File: src/lfs_pkg.sv
// Shared types, constants and helpers for the LED fade step sequencer.
package lfs_pkg;

  localparam int unsigned MaxSteps = 16;
  localparam int unsigned TblAw    = (MaxSteps > 1) ? $clog2(MaxSteps) : 1;
  localparam int unsigned PosW     = $clog2(MaxSteps + 1);
  localparam int unsigned ColW     = 8;
  localparam int unsigned SubW     = 16;
  localparam int unsigned CountW   = 5;
  localparam int unsigned DivCntW  = $clog2(ColW + 1);

  typedef logic [ColW-1:0] colour_t;

  typedef struct packed {
    colour_t         red;
    colour_t         green;
    colour_t         blue;
    logic [SubW-1:0] total;
    logic [SubW-1:0] delay;
  } step_entry_t;

  typedef enum logic [1:0] {
    ACT_LOAD    = 2'd0,
    ACT_RESTART = 2'd1,
    ACT_EXPIRY  = 2'd2,
    ACT_NONE    = 2'd3
  } action_e;

  typedef enum logic [1:0] {
    REG_STEPS  = 2'd0,
    REG_REPEAT = 2'd1,
    REG_SINGLE = 2'd2
  } cfg_reg_e;

  typedef enum logic [2:0] {
    ST_IDLE,
    ST_ENTRY,
    ST_DIV,
    ST_RDREQ,
    ST_FIN
  } state_e;

  // floor(sum / 3) for sum <= 3 * 255: multiply by 683 / 2048
  function automatic colour_t mean3(input logic [ColW+1:0] sum);
    logic [ColW+12:0] prod;
    prod = (ColW + 13)'(sum) * (ColW + 13)'(683);
    return prod[ColW+10:11];
  endfunction

endpackage

File: src/lfs_ram.sv
// Generic single-port-write, single-port-read RAM with registered read data.
module lfs_ram #(
  parameter int unsigned Width = 8,
  parameter int unsigned Depth = 16,
  parameter int unsigned Aw    = (Depth > 1) ? $clog2(Depth) : 1
) (
  input  logic             clk_i,
  input  logic             we_i,
  input  logic [Aw-1:0]    waddr_i,
  input  logic [Width-1:0] wdata_i,
  input  logic             re_i,
  input  logic [Aw-1:0]    raddr_i,
  output logic [Width-1:0] rdata_o
);

  logic [Width-1:0] mem_q [Depth];
  logic [Width-1:0] rdata_q;

  always_ff @(posedge clk_i) begin
    if (we_i) begin
      mem_q[waddr_i] <= wdata_i;
    end
    if (re_i) begin
      rdata_q <= mem_q[raddr_i];
    end
  end

  assign rdata_o = rdata_q;

endmodule

File: src/lfs_div_lane.sv
// One colour lane: signed difference divided by substeps left, one quotient bit per cycle.
module lfs_div_lane (
  input  logic                               clk_i,
  input  logic                               rst_ni,
  input  logic                               start_i,
  input  logic signed [lfs_pkg::ColW:0]      diff_i,
  input  logic [lfs_pkg::SubW-1:0]           divisor_i,
  output logic                               done_o,
  output logic signed [lfs_pkg::ColW:0]      quot_o
);

  logic [lfs_pkg::SubW-1:0]    rem_q, rem_d;
  logic [lfs_pkg::ColW-1:0]    q_q, q_d;
  logic [lfs_pkg::SubW-1:0]    div_q;
  logic [lfs_pkg::DivCntW-1:0] cnt_q;
  logic                        busy_q;
  logic                        done_q;
  logic                        neg_q;
  logic [lfs_pkg::SubW:0]      trial;
  logic [lfs_pkg::SubW:0]      trial_sub;
  logic                        ge;
  logic [lfs_pkg::ColW:0]      mag_full;
  logic [lfs_pkg::ColW:0]      q_ext;

  assign trial     = {rem_q, q_q[lfs_pkg::ColW-1]};
  assign trial_sub = trial - {1'b0, div_q};
  assign ge        = (trial >= {1'b0, div_q});
  assign rem_d     = ge ? trial_sub[lfs_pkg::SubW-1:0] : trial[lfs_pkg::SubW-1:0];
  assign q_d       = {q_q[lfs_pkg::ColW-2:0], ge};

  // magnitude always fits in ColW bits since levels are unsigned ColW-bit values
  assign mag_full = diff_i[lfs_pkg::ColW] ? (-diff_i) : diff_i;

  always_ff @(posedge clk_i or negedge rst_ni) begin
    if (!rst_ni) begin
      busy_q <= 1'b0;
      done_q <= 1'b0;
      cnt_q  <= '0;
    end else begin
      done_q <= busy_q && (cnt_q == lfs_pkg::DivCntW'(1));
      if (start_i) begin
        busy_q <= 1'b1;
        cnt_q  <= lfs_pkg::DivCntW'(lfs_pkg::ColW);
      end else if (busy_q) begin
        cnt_q <= cnt_q - lfs_pkg::DivCntW'(1);
        if (cnt_q == lfs_pkg::DivCntW'(1)) begin
          busy_q <= 1'b0;
        end
      end
    end
  end

  always_ff @(posedge clk_i) begin
    if (start_i) begin
      rem_q <= '0;
      q_q   <= mag_full[lfs_pkg::ColW-1:0];
      div_q <= divisor_i;
      neg_q <= diff_i[lfs_pkg::ColW];
    end else if (busy_q) begin
      rem_q <= rem_d;
      q_q   <= q_d;
    end
  end

  assign q_ext  = {1'b0, q_q};
  assign quot_o = neg_q ? $signed(-q_ext) : $signed(q_ext);
  assign done_o = done_q;

endmodule

File: src/led_effect_fade_sequencer.sv
// Top level of the LED fade step sequencer: control, step table and output stage.
// Each accepted item yields one result. Load, restart and other items pass through
// one read of the step table, for the delay of the current step; a timer expiry while
// armed within the steps in use passes a table read of the current step, a setup
// state, the three serial divider lanes (one quotient bit per cycle, 8 bits) and a
// second table read for the delay at the step position after the substep advance.
// The next item is taken the cycle after the result enters the output register; a
// result that waits there stalls the sequencer only when the next result is ready.
// The step table holds no reset value and must be loaded before an effect is started.
module led_effect_fade_sequencer (
  input  logic        clk_i,
  input  logic        rst_ni,
  input  logic        cfg_we_i,
  input  logic [1:0]  cfg_idx_i,
  input  logic [4:0]  cfg_wdata_i,
  input  logic        in_valid_i,
  output logic        in_ready_o,
  input  logic [1:0]  action_i,
  input  logic [3:0]  entry_index_i,
  input  logic [7:0]  target_red_i,
  input  logic [7:0]  target_green_i,
  input  logic [7:0]  target_blue_i,
  input  logic [15:0] substep_total_i,
  input  logic [15:0] substep_delay_i,
  output logic        out_valid_o,
  input  logic        out_ready_i,
  output logic [7:0]  red_level_o,
  output logic [7:0]  green_level_o,
  output logic [7:0]  blue_level_o,
  output logic [7:0]  mono_level_o,
  output logic [15:0] next_delay_o,
  output logic        timer_armed_o,
  output logic        effect_done_o
);

  localparam int unsigned NumCh = 3;

  // configuration
  logic [lfs_pkg::CountW-1:0] steps_in_use_q;
  logic                       repeat_q;
  logic                       single_q;

  always_ff @(posedge clk_i or negedge rst_ni) begin
    if (!rst_ni) begin
      steps_in_use_q <= '0;
      repeat_q       <= 1'b0;
      single_q       <= 1'b0;
    end else if (cfg_we_i) begin
      case (cfg_idx_i)
        lfs_pkg::REG_STEPS:  steps_in_use_q <= cfg_wdata_i;
        lfs_pkg::REG_REPEAT: repeat_q       <= cfg_wdata_i[0];
        lfs_pkg::REG_SINGLE: single_q       <= cfg_wdata_i[0];
        default: ;
      endcase
    end
  end

  logic [lfs_pkg::PosW-1:0] count;
  assign count = (32'(steps_in_use_q) > lfs_pkg::MaxSteps) ?
                 lfs_pkg::PosW'(lfs_pkg::MaxSteps) : lfs_pkg::PosW'(steps_in_use_q);

  // sequencer state
  lfs_pkg::state_e          state_q, state_d;
  lfs_pkg::colour_t         cur_q [NumCh];
  logic [lfs_pkg::PosW-1:0] step_q;
  logic [lfs_pkg::SubW-1:0] sub_q;
  logic                     armed_q;
  logic                     done_q;
  logic [lfs_pkg::SubW-1:0] total_q;

  lfs_pkg::action_e act;
  logic             in_xfer;
  logic             step_lt_count;
  logic             idx_ok;

  assign act           = lfs_pkg::action_e'(action_i);
  assign in_xfer       = in_valid_i && in_ready_o;
  assign step_lt_count = (step_q < count);
  assign idx_ok        = (32'(entry_index_i) < lfs_pkg::MaxSteps);

  // step table
  logic                      ram_we;
  logic                      ram_re;
  logic [lfs_pkg::TblAw-1:0] ram_raddr;
  lfs_pkg::step_entry_t      ram_wdata;
  lfs_pkg::step_entry_t      ram_rdata;

  assign ram_wdata = '{red:   target_red_i,
                       green: target_green_i,
                       blue:  target_blue_i,
                       total: substep_total_i,
                       delay: substep_delay_i};
  assign ram_raddr = step_q[lfs_pkg::TblAw-1:0];

  lfs_ram #(
    .Width ($bits(lfs_pkg::step_entry_t)),
    .Depth (lfs_pkg::MaxSteps)
  ) u_table (
    .clk_i   (clk_i),
    .we_i    (ram_we),
    .waddr_i (lfs_pkg::TblAw'(entry_index_i)),
    .wdata_i (ram_wdata),
    .re_i    (ram_re),
    .raddr_i (ram_raddr),
    .rdata_o (ram_rdata)
  );

  // divider lanes
  logic                          div_start;
  logic [NumCh-1:0]              div_done;
  logic signed [lfs_pkg::ColW:0] diff [NumCh];
  logic signed [lfs_pkg::ColW:0] quot [NumCh];
  lfs_pkg::colour_t              tgt  [NumCh];
  logic [lfs_pkg::SubW-1:0]      total_eff;
  logic [lfs_pkg::SubW-1:0]      left;

  assign tgt[0]    = ram_rdata.red;
  assign tgt[1]    = ram_rdata.green;
  assign tgt[2]    = ram_rdata.blue;
  assign total_eff = (ram_rdata.total == '0) ? lfs_pkg::SubW'(1) : ram_rdata.total;
  assign left      = (sub_q < total_eff) ? (total_eff - sub_q) : lfs_pkg::SubW'(1);

  for (genvar g = 0; g < NumCh; g++) begin : g_lane
    assign diff[g] = $signed({1'b0, tgt[g]}) - $signed({1'b0, cur_q[g]});

    lfs_div_lane u_lane (
      .clk_i     (clk_i),
      .rst_ni    (rst_ni),
      .start_i   (div_start),
      .diff_i    (diff[g]),
      .divisor_i (left),
      .done_o    (div_done[g]),
      .quot_o    (quot[g])
    );
  end

  // next step position after the last substep
  logic [lfs_pkg::SubW:0]   sub_inc;
  logic                     step_end;
  logic [lfs_pkg::PosW-1:0] step_inc;
  logic                     wrap;

  assign sub_inc  = {1'b0, sub_q} + (lfs_pkg::SubW + 1)'(1);
  assign step_end = (sub_inc >= {1'b0, total_q});
  assign step_inc = step_q + lfs_pkg::PosW'(1);
  assign wrap     = (step_inc == count);

  // control
  logic out_load;
  logic out_valid_q;

  always_comb begin
    state_d    = state_q;
    in_ready_o = 1'b0;
    ram_we     = 1'b0;
    ram_re     = 1'b0;
    div_start  = 1'b0;
    out_load   = 1'b0;
    case (state_q)
      lfs_pkg::ST_IDLE: begin
        in_ready_o = 1'b1;
        if (in_valid_i) begin
          if (act == lfs_pkg::ACT_EXPIRY && armed_q && step_lt_count) begin
            ram_re  = 1'b1;
            state_d = lfs_pkg::ST_ENTRY;
          end else begin
            state_d = lfs_pkg::ST_RDREQ;
          end
          if (act == lfs_pkg::ACT_LOAD && idx_ok) begin
            ram_we = 1'b1;
          end
        end
      end
      lfs_pkg::ST_ENTRY: begin
        div_start = 1'b1;
        state_d   = lfs_pkg::ST_DIV;
      end
      lfs_pkg::ST_DIV: begin
        if (div_done[0]) begin
          state_d = lfs_pkg::ST_RDREQ;
        end
      end
      lfs_pkg::ST_RDREQ: begin
        ram_re  = 1'b1;
        state_d = lfs_pkg::ST_FIN;
      end
      lfs_pkg::ST_FIN: begin
        if (!out_valid_q || out_ready_i) begin
          out_load = 1'b1;
          state_d  = lfs_pkg::ST_IDLE;
        end
      end
      default: state_d = lfs_pkg::ST_IDLE;
    endcase
  end

  always_ff @(posedge clk_i or negedge rst_ni) begin
    if (!rst_ni) begin
      state_q <= lfs_pkg::ST_IDLE;
    end else begin
      state_q <= state_d;
    end
  end

  // positions, colour and timer status
  always_ff @(posedge clk_i or negedge rst_ni) begin
    if (!rst_ni) begin
      for (int i = 0; i < NumCh; i++) begin
        cur_q[i] <= '0;
      end
      step_q  <= '0;
      sub_q   <= '0;
      armed_q <= 1'b0;
      done_q  <= 1'b0;
    end else begin
      if (in_xfer) begin
        done_q <= 1'b0;
        case (act)
          lfs_pkg::ACT_RESTART: begin
            step_q  <= '0;
            sub_q   <= '0;
            armed_q <= (count != '0);
          end
          lfs_pkg::ACT_EXPIRY: begin
            if (armed_q && !step_lt_count) begin
              armed_q <= 1'b0;
            end
          end
          default: ;
        endcase
      end
      if (state_q == lfs_pkg::ST_DIV && div_done[0]) begin
        for (int i = 0; i < NumCh; i++) begin
          cur_q[i] <= lfs_pkg::ColW'($signed({1'b0, cur_q[i]}) + quot[i]);
        end
        if (step_end) begin
          sub_q <= '0;
          if (wrap) begin
            step_q  <= repeat_q ? '0 : step_inc;
            done_q  <= !repeat_q;
            armed_q <= repeat_q;
          end else begin
            step_q  <= step_inc;
            armed_q <= (step_inc < count);
          end
        end else begin
          sub_q   <= sub_inc[lfs_pkg::SubW-1:0];
          armed_q <= 1'b1;
        end
      end
    end
  end

  always_ff @(posedge clk_i) begin
    if (state_q == lfs_pkg::ST_ENTRY) begin
      total_q <= total_eff;
    end
  end

  // output register
  logic                     armed_out;
  logic [lfs_pkg::ColW+1:0] sum3;
  lfs_pkg::colour_t         red_q, green_q, blue_q, mono_q;
  logic [lfs_pkg::SubW-1:0] delay_q;
  logic                     armed_o_q;
  logic                     done_o_q;

  assign armed_out = armed_q && (32'(step_q) < lfs_pkg::MaxSteps);
  assign sum3      = (lfs_pkg::ColW + 2)'(cur_q[0]) + (lfs_pkg::ColW + 2)'(cur_q[1]) +
                     (lfs_pkg::ColW + 2)'(cur_q[2]);

  always_ff @(posedge clk_i or negedge rst_ni) begin
    if (!rst_ni) begin
      out_valid_q <= 1'b0;
    end else if (out_load) begin
      out_valid_q <= 1'b1;
    end else if (out_ready_i) begin
      out_valid_q <= 1'b0;
    end
  end

  always_ff @(posedge clk_i) begin
    if (out_load) begin
      red_q     <= single_q ? '0 : cur_q[0];
      green_q   <= single_q ? '0 : cur_q[1];
      blue_q    <= single_q ? '0 : cur_q[2];
      mono_q    <= single_q ? lfs_pkg::mean3(sum3) : '0;
      delay_q   <= armed_out ? ram_rdata.delay : '0;
      armed_o_q <= armed_out;
      done_o_q  <= done_q;
    end
  end

  assign out_valid_o   = out_valid_q;
  assign red_level_o   = red_q;
  assign green_level_o = green_q;
  assign blue_level_o  = blue_q;
  assign mono_level_o  = mono_q;
  assign next_delay_o  = delay_q;
  assign timer_armed_o = armed_o_q;
  assign effect_done_o = done_o_q;

  // assertions
  a_lanes_in_step: assert property (@(posedge clk_i) disable iff (!rst_ni)
    (div_done[0] == div_done[1]) && (div_done[0] == div_done[2]))
    else $error("divider lanes out of step");

  a_armed_in_table: assert property (@(posedge clk_i) disable iff (!rst_ni)
    armed_q && state_q == lfs_pkg::ST_IDLE |-> 32'(step_q) < lfs_pkg::MaxSteps)
    else $error("armed with step position beyond the table");

  a_done_disarms: assert property (@(posedge clk_i) disable iff (!rst_ni)
    out_valid_o |-> !(effect_done_o && timer_armed_o))
    else $error("effect done while timer still armed");

  a_delay_when_disarmed: assert property (@(posedge clk_i) disable iff (!rst_ni)
    out_valid_o && !timer_armed_o |-> next_delay_o == '0)
    else $error("nonzero delay reported while disarmed");

  a_drive_mode: assert property (@(posedge clk_i) disable iff (!rst_ni)
    out_valid_o && mono_level_o != '0 |->
      red_level_o == '0 && green_level_o == '0 && blue_level_o == '0)
    else $error("colour and mono drive both active");

endmodule
File: config.mk
export PLATFORM = sky130hd
export DESIGN_NAME = led_effect_fade_sequencer
export DESIGN_NICKNAME = d
export VERILOG_FILES = /design/src/lfs_pkg.sv /design/src/lfs_ram.sv /design/src/lfs_div_lane.sv /design/src/led_effect_fade_sequencer.sv
export SDC_FILE = /design/constraint.sdc
export NUM_CORES = 2
export LEC_CHECK = 0
export BUFFER_PORTS_ARGS = -buffer_cell sky130_fd_sc_hd__buf_2
export CORE_MARGIN = 2
export CORE_UTILIZATION = 25
export DETAILED_ROUTE_END_ITERATION = 6
export PLACE_DENSITY = 0.42
export SYNTH_ARGS = -nofsm -noshare
export SYNTH_HDL_FRONTEND = slang
export SYNTH_SLANG_ARGS = --single-unit
File: constraint.sdc
create_clock -name clk_i -period 6.33 [get_ports clk_i]
set_input_delay 0.633 -clock clk_i [delete_from_list [all_inputs] [get_ports clk_i]]
set_output_delay 0.633 -clock clk_i [all_outputs]
set_load 0.02 [all_outputs]
==> summary.md <==
| Metric | Value |
|---|---|
| Share of synthesized flip-flops with an asynchronous set or reset | `0.0626` |
| Core Region | `212000 µm²` |
| Post-synthesis simple-gate area fraction | `0.0536` |
| Total negative slack for setup checks | `-0.330 ns` |
| Status | `finished, violations left` |
| Final worst path period share | `1.03` |
| Post-Place Setup Slack | `-0.395 ns` |
| Worst Min Path Start | `cfg_wdata_i[4]` |
| Worst hold slack | `0.100 ns` |
| Synth top area share | `0.600` |
| Antenna violations before repair | `25` |
| CTS HTree Levels | `4` |
| Count of yosys warnings during synthesis | `0` |
| Root cell of the clock tree | `clkbuf_16` |
| Initial Utilization | `0.251` |
| Class of the tightest hold or removal check | `primary input to register` |
| Violations in the final reports | `setup timing` |
| Hold Path Stages | `3` |
| Clock insertion delay at the later pin of the skew report | `0.77 ns` |
| Synth Area in Compound Gates | `0.0553` |
| Setup-violating endpoint count in the final report | `3` |
| Maximum Capacitance Violations | `0` |
| Reg-to-reg slack, setup | `-0.19 ns` |
| Maximum buffer depth of the clock tree | `3` |
| Setup slack of the critical path after layout | `-0.190 ns` |
| Vias/cell | `4.44` |
| Worst hold path endpoint | `steps_in_use_q[4]$_DFFE_PN0P_` |
| Cells after Synth | `3247` |
| Avg Synthesized Cell Area | `16.4 µm²` |
| Count of boundary I/O pins | `126` |
| First-pass GRT wire length | `206000 µm` |
| Slew @ Worst Pin | `0.988 ns` |
| Flops & latches, synth | `1183` |
| Final hold violations | `0` |
| Distinct cells, synth | `81` |
| Fraction of the mapped netlist area in adder cells | `0.0662` |
| Leftover overflow at the end of global routing | `0` |
| Net count, final | `3817` |
| Reg-to-reg critical path endpoint | `mono_level_o[7]$_SDFFCE_PN0P_` |
| Starting DRC count in detailed routing | `1956` |
| Data required time of the worst path | `6.86 ns` |
| Pins Over Slew Limit | `0` |
| TritonRoute pass-1 iters | `5` |
| Number of vias in the routed layout | `28482` |
| Sequential cell area fraction in the yosys report | `0.652` |
| Rows | `169` |
| Die width | `465 µm` |
| Post-synth net total | `3578` |
| Number of synthesized flops with an enable pin | `1061` |
| CTS tree | `yes` |
| Clock input transition at the sequential cells of the worst setup and hold paths | `0.06 ns` |
| Reg2Reg Depth | `30` |
| Share of cells above drive strength 1 | `0.218` |
| Via count of the first global-routing pass | `30211` |
| Startpoint Class | `register` |
| Total global routing track utilization | `0.129` |
| Die outline area | `216000 µm²` |
| Post-detailed-route count of antenna-violating nets | `0` |
| Dominant synthesized flop cell | `edfxtp_1` |
| Final critical path time including I/O delays and setup | `6.52 ns` |
| F_max | `153 MHz` |
| Height of the die | `465 µm` |
| Slowest CP cell | `fa_1` |
| Maximum number of pins on one net before global-route repair | `118` |
| Setup clock skew after layout | `0.0338 ns` |
| Crit end category | `register` |
| Sinks on the clock net | `1183` |
| Critical Path Max Stage Delay | `0.51 ns` |
| Post-Synth XOR/XNOR Area | `0.0242` |
| Largest family of logic cells by synthesized area | `multiplexers` |
| Syn-to-layout area delta | `17.2%` |
| Inserted Clock Buffers | `139` |
| Cells taking the most area after synthesis | `edfxtp_1 60%, mux4_2 12%, ha_1 5.1%` |
| Critical-path maximum fanout | `4` |
| DRC errors left | `0` |
| Routed Wire Length | `139000 µm` |
| Worst Path Arrival | `7.05 ns` |
| Estimated wirelength of the detail-placed design | `81000 µm` |
| Final Wtd Congestion | `0.766` |
| Max-slew headroom | `0.342` |
| Quantity of I/O buffers inserted on ports | `125` |
| Portion of netlist area occupied by mux cells | `0.126` |
| Setup repair after global routing missed its margin | `yes` |
| Synthesized area | `53100 µm²` |
| Top cell type by total area after synthesis | `edfxtp_1` |
| Worst path most repeated cell | `inv_2` |
| Routed wirelength normalized by instance count | `21.7 µm` |
| Setup CP Type | `register to register` |
| Launching point of the worst reg2reg path | `cur_q[17]$_DFFE_PN0P_` |
| Crit path launch | `cur_q[17]$_DFFE_PN0P_` |
-- per-layer routing --
metal | wire, µm | global-route usage | vias up
met1 | 63900 | 0.171 | 14752
li1 | - | - | 13132
met3 | 4810 | 0.0237 | 198
met4 | 3000 | 0.0341 | 20
met5 | 116 | 0 | -
met2 | 67500 | 0.216 | 380
-- worst max path at each step --
stage	to	slack, ns
final	mono_level_o[7]$_SDFFCE_PN0P_	-0.19
after global routing	mono_level_o[7]$_SDFFCE_PN0P_	-0.52
after CTS	mono_level_o[7]$_SDFFCE_PN0P_	-0.22
after detailed placement	mono_level_o[7]$_SDFFCE_PN0P_	-0.40
after global placement	mono_level_o[7]$_SDFFCE_PN0P_	-0.37
after floorplan	mono_level_o[7]$_SDFFCE_PN0P_	-0.15
-- worst max-delay path, delay by kind of cell (launching register included) --
kind / cells / cell delay (ns)
AOI/OAI and AO/OA: 7 / 1.20
xor gates and xnor gates: 1 / 0.17
adders and majority gates: 9 / 3.29
buffers and inverters: 8 / 0.40
DFF: 1 / 0.36
and+or+nand+nor: 5 / 0.87
-- cells by family after synthesis --
group | Yosys count
buffers and inverters | 308
and+or+nand+nor | 578
xor gates and xnor gates | 147
DFF | 1183
adders and majority gates | 257
AOI/OAI and AO/OA | 457
muxes | 317
-- Yosys cell counts, types with 10 or more instances --
| cell type | count |
|---|---|
| dfxtp_1 | 48 |
| dfrtp_1 | 74 |
| nand2_1 | 154 |
| a31oi_1 | 11 |
| o31ai_1 | 16 |
| buf_1 | 30 |
| inv_1 | 173 |
| a21o_1 | 54 |
| nor3b_1 | 10 |
| ha_1 | 217 |
| a211oi_1 | 18 |
| nor2_1 | 144 |
| fa_1 | 40 |
| nand3_1 | 36 |
| mux4_2 | 280 |
| nand2b_1 | 31 |
| nor3_1 | 40 |
| o21a_1 | 23 |
| a21oi_1 | 105 |
| nand3b_1 | 10 |
| edfxtp_1 | 1061 |
| nand4_1 | 28 |
| or3_1 | 13 |
| xnor2_1 | 103 |
| nor2b_1 | 30 |
| o21ai_0 | 140 |
| xor2_1 | 44 |
| and3_1 | 18 |
| clkbuf_1 | 93 |
| mux2i_1 | 29 |
| and2_1 | 26 |
-- layout make-up --
class / count / area (µm²)
flip-flops and latches: 1183 / 34700
clock inverters: 59 / 428
repair buffers: 232 / 1670
diodes: 3 / 7.51
well taps: 2821 / 3530
multi-input cells: 1756 / 17500
inverters: 174 / 653
fillers: 21039 / 149000
clock buffers: 183 / 3780
-- state kept, by name (all words and copies together), names as in the netlist, 12 cells and up --
name                 count
u_table.mem_q          896
u_table.rdata_o         56
g_lane.u_lane.rem_q     48
cur_q                   24
g_lane.u_lane.q_q       24
g_lane.u_lane.div_q     16
next_delay_o            16
sub_q                   16
total_q                 16
g_lane.u_lane.cnt_q     12
-- placed cells by master, fill, tap and decap left out, types with 35 or more instances in the layout --
cell type / synthesis / final
nor2_1: 144 / 131
a21o_1: 54 / 54
nor3_1: 40 / 35
o21ai_0: 140 / 137
xor2_1: 44 / 43
buf_2: 9 / 124
ha_1: 217 / 215
fa_1: 40 / 39
buf_4: 0 / 86
a21oi_1: 105 / 100
mux4_2: 280 / 280
dfxtp_1: 48 / 48
xnor2_1: 103 / 102
inv_1: 173 / 164
nand2_1: 154 / 154
nand3_1: 36 / 36
edfxtp_1: 1061 / 1061
clkbuf_16: 0 / 143
clkbuf_1: 93 / 35
dfrtp_1: 74 / 70
-- metrics by stage --
step | cell area (µm²) | utilization | cells
after floorplan | 53200 | - | 3247
after global placement | 57900 | 0.274 | 6157
after detailed placement | 57900 | 0.274 | 6157
after CTS | 62200 | 0.294 | 6403
after global routing | 62300 | 0.294 | 6408
final | 62300 | 0.294 | 6411
-- repair_timing --
item,in CTS,in global routing
buffers inserted,3,5
gates resized for setup,12,10
pin swaps,10,4
hold endpoints to repair,38,0
hold buffers,1,0
setup endpoints to repair,5,7
Power is left out: the tool's default activity adds up to more than one toggle a clock period on the data nets, which glitch-free logic cannot reach.
